## config.mk

```make
export PLATFORM = sky130hd
export DESIGN_NAME = tcp_option_search_timestamp
export DESIGN_NICKNAME = d
export VERILOG_FILES = /design/src/hdl/tcpos_pkg.sv /design/src/hdl/tcp_option_search_timestamp.sv
export SDC_FILE = /design/constraint.sdc
export NUM_CORES = 1
export LEC_CHECK = 0
export ABC_AREA = 1
export CORE_MARGIN = 2
export CORE_UTILIZATION = 59
export CTS_CLUSTER_DIAMETER = 40
export DETAILED_ROUTE_END_ITERATION = 7
export DONT_BUFFER_PORTS = 1
export GPL_TIMING_DRIVEN = 0
export PLACE_DENSITY_LB_ADDON = 0.05
export REMOVE_ABC_BUFFERS = 1
export SLEW_MARGIN = 10
export SYNTH_ARGS = -nofsm -noshare
export SYNTH_HDL_FRONTEND = slang
export SYNTH_SLANG_ARGS = --single-unit
```

## constraint.sdc

```tcl
create_clock -name clk -period 3.9 [get_ports clk]
set_input_delay 0.195 -clock clk [delete_from_list [all_inputs] [get_ports clk]]
set_output_delay 0.195 -clock clk [all_outputs]
set_load 0.01 [all_outputs]
```

## src/hdl/tcpos_pkg.sv

```systemverilog
`default_nettype none
package tcpos_pkg;

    localparam logic [7:0] KIND_END       = 8'd0;
    localparam logic [7:0] KIND_NOP       = 8'd1;
    localparam logic [7:0] KIND_SACK_PERM = 8'd4;
    localparam logic [7:0] KIND_TIMESTAMP = 8'd8;

    localparam logic [2:0] TSVAL_BYTES = 3'd4;

    typedef enum logic [2:0] {
        PH_KIND,
        PH_LEN,
        PH_SKIP,
        PH_TSLEN,
        PH_TSVAL,
        PH_DONE
    } phase_t;

    // first member lands in the highest bits, so status ends up at bit 0
    typedef struct packed {
        logic        ts_truncated;
        logic [31:0] recent_timestamp;
        logic        timestamps_on;
        logic        sack_permitted;
        logic        status;
    } result_t;

endpackage
`default_nettype wire

```

## src/hdl/tcp_option_search_timestamp.sv

```systemverilog
`default_nettype none
// A result enters the output buffer (head, or skid if the head is held) on the transfer
// of the byte that ends the option area (last byte, or a transfer with no byte present).
// One byte per cycle while the skid is empty; the parser step is one small state update.
// A two-entry output buffer keeps input flowing while a result waits on the master side.
// Reset (rst_n low, asynchronous): parser back to expecting a kind, kept flags and
// recent timestamp cleared, output buffer empty.
module tcp_option_search_timestamp
(
    input  wire logic        clk,
    input  wire logic        rst_n,

    input  wire logic        s_tvalid,
    output logic             s_tready,
    // option_byte[7:0], search_kind[15:8], segment_seq[47:16], syn_flag[48],
    // rcv_next[80:49], zero fill[87:81]
    input  wire logic [87:0] s_tdata,
    input  wire logic        s_tlast,   // last_byte
    input  wire logic        s_tuser,   // byte_present

    output logic             m_tvalid,
    input  wire logic        m_tready,
    // status[0], sack_permitted[1], timestamps_on[2], recent_timestamp[34:3],
    // ts_truncated[35], zero fill[39:36]
    output logic [39:0]      m_tdata
);
    import tcpos_pkg::*;

    logic [7:0]  in_byte;
    logic [7:0]  in_kind;
    logic [31:0] in_seq;
    logic        in_syn;
    logic [31:0] in_rnext;
    logic        in_present;
    logic        in_last;

    assign in_byte    = s_tdata[7:0];
    assign in_kind    = s_tdata[15:8];
    assign in_seq     = s_tdata[47:16];
    assign in_syn     = s_tdata[48];
    assign in_rnext   = s_tdata[80:49];
    assign in_present = s_tuser;
    assign in_last    = s_tlast;

    phase_t      phase_reg, phase_next, phase_step;
    logic [7:0]  skip_left_reg, skip_left_next, skip_left_step;
    logic        match_reg, match_next, match_step;
    logic [2:0]  tsval_count_reg, tsval_count_next, tsval_count_step;
    logic [31:0] tsval_shift_reg, tsval_shift_next, tsval_shift_step;
    logic [31:0] recent_reg, recent_next;
    logic        sack_reg, sack_next;
    logic        tstamp_reg, tstamp_next;

    logic        head_valid_reg, head_valid_next;
    result_t     head_reg, head_next;
    logic        skid_valid_reg, skid_valid_next;
    result_t     skid_reg, skid_next;

    logic        accept;
    logic        area_end;
    logic        push;
    logic        pop;
    result_t     result;

    assign accept   = s_tvalid && s_tready;
    assign area_end = !in_present || in_last;
    assign push     = accept && area_end;
    assign pop      = m_tvalid && m_tready;

    assign s_tready = !skid_valid_reg;
    assign m_tvalid = head_valid_reg;
    assign m_tdata  = {4'b0000, head_reg};

    // one parser step for the byte at the input
    always_comb
    begin
        phase_step       = phase_reg;
        skip_left_step   = skip_left_reg;
        match_step       = match_reg;
        tsval_count_step = tsval_count_reg;
        tsval_shift_step = tsval_shift_reg;
        if (in_present)
        begin
            case (phase_reg)
                PH_KIND:
                begin
                    if (in_byte == KIND_END)
                    begin
                        phase_step = PH_DONE;
                    end
                    else if (in_byte == KIND_NOP)
                    begin
                        phase_step = PH_KIND;
                    end
                    else if (in_byte == in_kind)
                    begin
                        match_step = 1'b1;
                        phase_step = (in_kind == KIND_TIMESTAMP) ? PH_TSLEN : PH_DONE;
                    end
                    else
                    begin
                        phase_step = PH_LEN;
                    end
                end
                PH_LEN:
                begin
                    if (in_byte < 8'd2)
                    begin
                        phase_step = PH_DONE;
                    end
                    else
                    begin
                        skip_left_step = in_byte - 8'd2;
                        phase_step     = (in_byte == 8'd2) ? PH_KIND : PH_SKIP;
                    end
                end
                PH_SKIP:
                begin
                    skip_left_step = skip_left_reg - 8'd1;
                    if (skip_left_reg == 8'd1)
                    begin
                        phase_step = PH_KIND;
                    end
                end
                PH_TSLEN:
                begin
                    tsval_count_step = 3'd0;
                    phase_step       = PH_TSVAL;
                end
                PH_TSVAL:
                begin
                    tsval_shift_step = {tsval_shift_reg[23:0], in_byte};
                    tsval_count_step = tsval_count_reg + 3'd1;
                    if (tsval_count_reg + 3'd1 >= TSVAL_BYTES)
                    begin
                        phase_step = PH_DONE;
                    end
                end
                default:
                begin
                    phase_step = phase_reg;
                end
            endcase
        end
    end

    // end-of-area result and kept connection flags
    always_comb
    begin
        recent_next           = recent_reg;
        sack_next             = sack_reg;
        tstamp_next           = tstamp_reg;
        result.ts_truncated   = 1'b0;
        if (in_kind == KIND_SACK_PERM)
        begin
            sack_next = match_step;
        end
        if (in_kind == KIND_TIMESTAMP)
        begin
            tstamp_next = match_step;
            if (match_step)
            begin
                if (tsval_count_step >= TSVAL_BYTES)
                begin
                    if ((tsval_shift_step >= recent_reg && in_seq <= in_rnext - 32'd1)
                        || in_syn)
                    begin
                        recent_next = tsval_shift_step;
                    end
                end
                else
                begin
                    result.ts_truncated = 1'b1;
                end
            end
        end
        result.status           = !match_step;
        result.sack_permitted   = sack_next;
        result.timestamps_on    = tstamp_next;
        result.recent_timestamp = recent_next;
    end

    always_comb
    begin
        phase_next       = phase_reg;
        skip_left_next   = skip_left_reg;
        match_next       = match_reg;
        tsval_count_next = tsval_count_reg;
        tsval_shift_next = tsval_shift_reg;
        if (accept)
        begin
            if (area_end)
            begin
                phase_next       = PH_KIND;
                skip_left_next   = 8'd0;
                match_next       = 1'b0;
                tsval_count_next = 3'd0;
                tsval_shift_next = 32'd0;
            end
            else
            begin
                phase_next       = phase_step;
                skip_left_next   = skip_left_step;
                match_next       = match_step;
                tsval_count_next = tsval_count_step;
                tsval_shift_next = tsval_shift_step;
            end
        end
    end

    // two-entry output buffer: head drives the master side, skid catches overflow
    always_comb
    begin
        head_valid_next = head_valid_reg;
        head_next       = head_reg;
        skid_valid_next = skid_valid_reg;
        skid_next       = skid_reg;
        if (skid_valid_reg)
        begin
            if (pop)
            begin
                head_next       = skid_reg;
                skid_valid_next = 1'b0;
            end
        end
        else if (!head_valid_reg || pop)
        begin
            head_valid_next = push;
            if (push)
            begin
                head_next = result;
            end
        end
        else if (push)
        begin
            skid_valid_next = 1'b1;
            skid_next       = result;
        end
    end

    always_ff @(posedge clk or negedge rst_n)
    begin
        if (!rst_n)
        begin
            phase_reg       <= PH_KIND;
            skip_left_reg   <= 8'd0;
            match_reg       <= 1'b0;
            tsval_count_reg <= 3'd0;
            tsval_shift_reg <= 32'd0;
            recent_reg      <= 32'd0;
            sack_reg        <= 1'b0;
            tstamp_reg      <= 1'b0;
            head_valid_reg  <= 1'b0;
            skid_valid_reg  <= 1'b0;
        end
        else
        begin
            phase_reg       <= phase_next;
            skip_left_reg   <= skip_left_next;
            match_reg       <= match_next;
            tsval_count_reg <= tsval_count_next;
            tsval_shift_reg <= tsval_shift_next;
            if (push)
            begin
                recent_reg <= recent_next;
                sack_reg   <= sack_next;
                tstamp_reg <= tstamp_next;
            end
            head_valid_reg  <= head_valid_next;
            skid_valid_reg  <= skid_valid_next;
        end
    end

    always_ff @(posedge clk)
    begin
        head_reg <= head_next;
        skid_reg <= skid_next;
    end

    a_skid_needs_head: assert property (@(posedge clk) disable iff (!rst_n)
        skid_valid_reg |-> head_valid_reg)
        else $error("skid entry held while head is empty");

    a_trunc_is_found: assert property (@(posedge clk) disable iff (!rst_n)
        (m_tvalid && m_tdata[35]) |-> !m_tdata[0])
        else $error("truncated timestamp reported as not found");

    a_tsval_after_match: assert property (@(posedge clk) disable iff (!rst_n)
        (phase_reg == PH_TSVAL || phase_reg == PH_TSLEN) |-> match_reg)
        else $error("collecting TSval without a match");

    a_tsval_count_range: assert property (@(posedge clk) disable iff (!rst_n)
        tsval_count_reg <= TSVAL_BYTES)
        else $error("TSval byte count overran");

    a_skip_nonzero: assert property (@(posedge clk) disable iff (!rst_n)
        (phase_reg == PH_SKIP) |-> (skip_left_reg != 8'd0))
        else $error("skip phase with nothing left to skip");

endmodule
`default_nettype wire
```

==> tab_implementation.tex <==
\begin{tabular}{lr}
\hline
Metric & Value \\
\hline
\multicolumn{2}{l}{\textbf{Clock network}} \\
Clock buffer count from CTS & 17 \\
Clock tree from TritonCTS & built \\
H-tree levels & 4 \\
Post-CTS clock slew at the launch and capture registers of the worst setup and hold paths & roughly 60 ps \\
Clock tree root driver cell & sky130\_fd\_sc\_hd\_\_clkbuf\_16 \\
\# clock sinks & $\sim$160 \\
Clock network latency to the later pin of the worst-skew pair & roughly 430 ps \\
Clock Path Buffers & 2 \\
\multicolumn{2}{l}{\textbf{Worst setup path}} \\
Peak fanout along the critical path & between 60 and 70 \\
Peak per-stage delay on the critical path & 440 ps \\
Worst path bufs/invs & 4 \\
Worst flop-to-flop path endpoint & skid\_reg[33] \\
Critical setup path kind & reg2reg \\
Startpoint of the worst register-to-register path & phase\_reg[0] \\
Required time reported for the critical path endpoint & between 4000 and 5000 ps \\
Slowest CP cell & sky130\_fd\_sc\_hd\_\_dfrtp\_1 \\
Cell seen most often among critical-path stages & sky130\_fd\_sc\_hd\_\_nand2\_1 \\
Kind of end point of the critical path & register \\
Sequence of cells on the critical path & nor2\_2 -> inv\_2 -> nor2\_2 -> inv\_2 -> nor2\_4 -> inv\_6 -> o21ai\_2 -> inv\_1 -> ha\_1 -> nand2\_1 -> nor2\_1 -> nand4\_1 -> nand3\_1 -> nand2\_1 -> nand2\_1 -> nand2\_1 -> nand2\_1 -> nand2\_4 -> nand2\_4 -> nand3\_1 -> and2\_1 \\
Worst Reg-to-Reg Cells & 21 \\
Crit path launch type & register \\
Cell family contributing the most delay on the critical path & simple AND/OR/NAND/NOR gates \\
Setup slack on the worst flop-to-flop path & roughly 230 ps \\
Signal arrival time at the worst endpoint & $\sim$3900 ps \\
\multicolumn{2}{l}{\textbf{Routing}} \\
Final ANT Viol Nets & 0 \\
Total Wirelength & around 23000 um \\
Wire length per cell after detailed routing & roughly 15 um \\
Detail-routed via count per cell & approximately 5.5 \\
Router iterations before antenna repair & 5 \\
DRC violations left & 0 \\
Vias post-DR & 8078 \\
Detailed Route Iter0 Violations & 393 \\
\multicolumn{2}{l}{\textbf{Global routing}} \\
Pin count of the biggest net entering global routing & between 80 and 90 \\
Global-route wire length before repair & 37400 um \\
Number of antenna violations at the first check in global routing & 0 \\
Total congestion overflow & 0 \\
Via count of the first global-routing pass & between 7000 and 8000 \\
GRT Total Usage & 0.264 \\
\multicolumn{2}{l}{\textbf{Final layout}} \\
Antenna Cells & 0 \\
Share of cells above drive strength 1 & 0.0684 \\
Nets & roughly 1400 \\
Post-layout util & 0.661 \\
Post-route cell area & approximately 11000 um\^{}2 \\
Area overhead of the layout relative to synthesis & 10.7\% \\
\multicolumn{2}{l}{\textbf{Floorplan}} \\
Ports placed on the boundary & between 100 and 150 \\
Core footprint & $\sim$16000 um\^{}2 \\
Full die area & between 15000 and 20000 um\^{}2 \\
DIE WIDTH & roughly 130 um \\
Starting density of the core & 0.598 \\
Overall die height & 133 um \\
Std cell rows & between 40 and 50 \\
\multicolumn{2}{l}{\textbf{Timing}} \\
Slew Limit Headroom & 0.212 \\
Measured slew at the worst slew-check pin & roughly 1200 ps \\
Final-report setup violation count & 0 \\
Final hold violations & 1 \\
Peak Freq & between 200 and 300 MHz \\
Setup repair after global routing missed its margin & true \\
Max Clock Skew & around 8 ps \\
Number of pins with negative max-slew slack in the final report & 0 \\
Fraction of the cycle the final worst path needs & 0.940 \\
WHS & -16.7 ps \\
Min Tclk post-route & $\sim$3700 ps \\
\multicolumn{2}{l}{\textbf{Min path}} \\
Tightest Hold Check Type & in2reg \\
Worst Hold Endpoint & tsval\_shift\_reg[6] \\
Cell depth of the worst hold path & 2 \\
Start point of the worst min-delay path & s\_tdata[6] \\
\multicolumn{2}{l}{\textbf{Power}} \\
Power per Cell Area & approximately 420 nW/um\^{}2 \\
Worst supply voltage drop on vdd & 0.340 mV \\
Leakage power total & $\sim$5.5 nW \\
Power consumption & 4.61 mW \\
\multicolumn{2}{l}{\textbf{Synth}} \\
Syn avg cell area & just under 8 um\^{}2 \\
Number of standard cells after synthesis & 1235 \\
Seq cells post-synth & $\sim$160 \\
Post-synth EDFFs & 72 \\
Most common flop cell mapped by yosys & sky130\_fd\_sc\_hd\_\_dfrtp\_1 \\
Syn Std Cell Area & 9800 um\^{}2 \\
Synthesis Warnings & 0 \\
Share of the yosys chip area belonging to registers & 0.432 \\
Count of distinct cell types in the synthesized netlist & between 40 and 50 \\
Share of synthesized registers carrying an async set or reset & 0.535 \\
\multicolumn{2}{l}{\textbf{Run status}} \\
Result of the run & complete, but fails checks \\
Failing checks & hold timing \\
\multicolumn{2}{l}{\textbf{Place}} \\
Routability cong. & a little over 0.9 \\
Port-buffer cells & 0 \\
Detailed placement HPWL & $\sim$15000 um \\
Placed cell areas & 10000 um\^{}2 \\
\multicolumn{2}{l}{\textbf{Flow run}} \\
Max cap viols & 0 \\
\hline
\end{tabular}
-- synth_stat cells, types with 14 or more instances --
master                       n  area, um^2
sky130_fd_sc_hd__nor2_1     74         278
sky130_fd_sc_hd__a21oi_1    42         210
sky130_fd_sc_hd__and2_1     32         200
sky130_fd_sc_hd__nand3_1   117         586
sky130_fd_sc_hd__nand4_1    17         106
sky130_fd_sc_hd__nor3_1     14        70.1
sky130_fd_sc_hd__dfrtp_1    83        2080
sky130_fd_sc_hd__nand2_1   321        1200
sky130_fd_sc_hd__inv_1     169         634
sky130_fd_sc_hd__ha_1       69         863
sky130_fd_sc_hd__clkbuf_1   21        78.8
sky130_fd_sc_hd__xnor2_1    16         140
sky130_fd_sc_hd__xor2_1     16         140
sky130_fd_sc_hd__o22ai_1    38         238
sky130_fd_sc_hd__o21ai_0    67         335
sky130_fd_sc_hd__edfxtp_1   72        2160
-- how the worst max path moves through the flow --
| stage | start | to | slack (ps) | cells past startpoint |
|---|---|---|---|---|
| 2_1_floorplan | skid_valid_reg | skid_reg[0] | -2810 | 5 |
| 5_1_grt | s_tdata[49] | m_tdata[17] | 5 | 26 |
| 3_3_place_gp | skid_valid_reg | skid_reg[34] | -7870 | 5 |
| 4_1_cts | phase_reg[0] | m_tdata[17] | 10 | 21 |
| 3_5_place_dp | phase_reg[0] | m_tdata[7] | -1610 | 23 |
| 6_report | phase_reg[0] | skid_reg[33] | 230 | 21 |
-- cell usage in the layout (no fill, tap or decap), drive strengths merged --
cell type,synthesis,final
xnor2,16,16
bufinv,0,5
edfxtp,72,72
nand3,119,119
nand4,17,17
nor2,81,81
o21ai,68,68
clkbuf,21,20
a2111oi,1,1
clkinv,1,8
inv,178,178
and2,32,32
nor3b,1,1
nor3,15,15
a21o,2,2
o22ai,38,38
ha,69,69
nor4,3,3
nand2,323,326
or2,3,3
a311oi,1,1
conb,1,4
dfrtp,83,83
dlygate4sd3,0,5
buf,22,8
o211ai,1,1
and3,1,1
o31ai,1,1
a211oi,1,1
mux2,1,1
xor2,16,16
o21a,3,3
o32ai,1,1
a21oi,43,43
-- what timing repair did --
| item | in CTS | in global routing |
|---|---|---|
| setup buffers | 0 | 0 |
| hold buffers | 5 | 1 |
| gates resized for setup | 21 | 22 |
| gates cloned | 0 | 3 |
| endpoints found under the hold margin | 88 | 1 |
| endpoints found under the setup margin | 145 | 125 |
| pin swaps | 0 | 3 |
-- stage by stage --
| stage | instances | setup WS [ps] | setup TNS (ps) |
|---|---|---|---|
| 2_1_floorplan | 1195 | -2810 | -115180 |
| 6_report | 1463 | 232 | 0 |
| 3_5_place_dp | 1422 | -1610 | -154330 |
| 5_1_grt | 1463 | 4.64 | 0 |
| 4_1_cts | 1459 | 14.2 | 0 |
| 3_3_place_gp | 1415 | -7870 | -684230 |
-- metal layers --
layer	GRT usage	vias up	share of wire
met2	0.434	254	0.47
met5	0	-	0
met3	0.0579	40	0.062
li1	-	4057	-
met1	0.348	3727	0.45
met4	0.0896	0	0.019
-- power breakdown --
group / total, mW / switching, mW / internal, mW
combinational: 0.893 / 0.617 / 0.276
sequential: 1.91 / 0.0721 / 1.84
clock: 1.81 / 0.660 / 1.15
-- logic make-up after synthesis --
kind of cell	Yosys count	synth area share
compound gates	160	0.0909
fa+ha+maj	69	0.0881
other cells	1	0.000382
buf+inv	222	0.0909
flops	155	0.432
xor+xnor	32	0.0286
simple gates	595	0.268
mux	1	0.00115
-- cell type report --
type,instances,area (um^2)
timing repair buffer,13,190
inverter,179,679
tap,220,275
multi-input combinational,864,4820
fill,1442,5560
clock inverter,12,196
sequential,155,4240
clock buffer,20,447
-- worst reg2reg max path, delay by kind of cell (launching register included) --
kind / cells / cell delay [ps]
compound gates: 1 / 240
fa+ha+maj: 1 / 280
buf+inv: 4 / 390
flops: 1 / 440
simple gates: 15 / 2090
(Power assumes the default switching activity.)
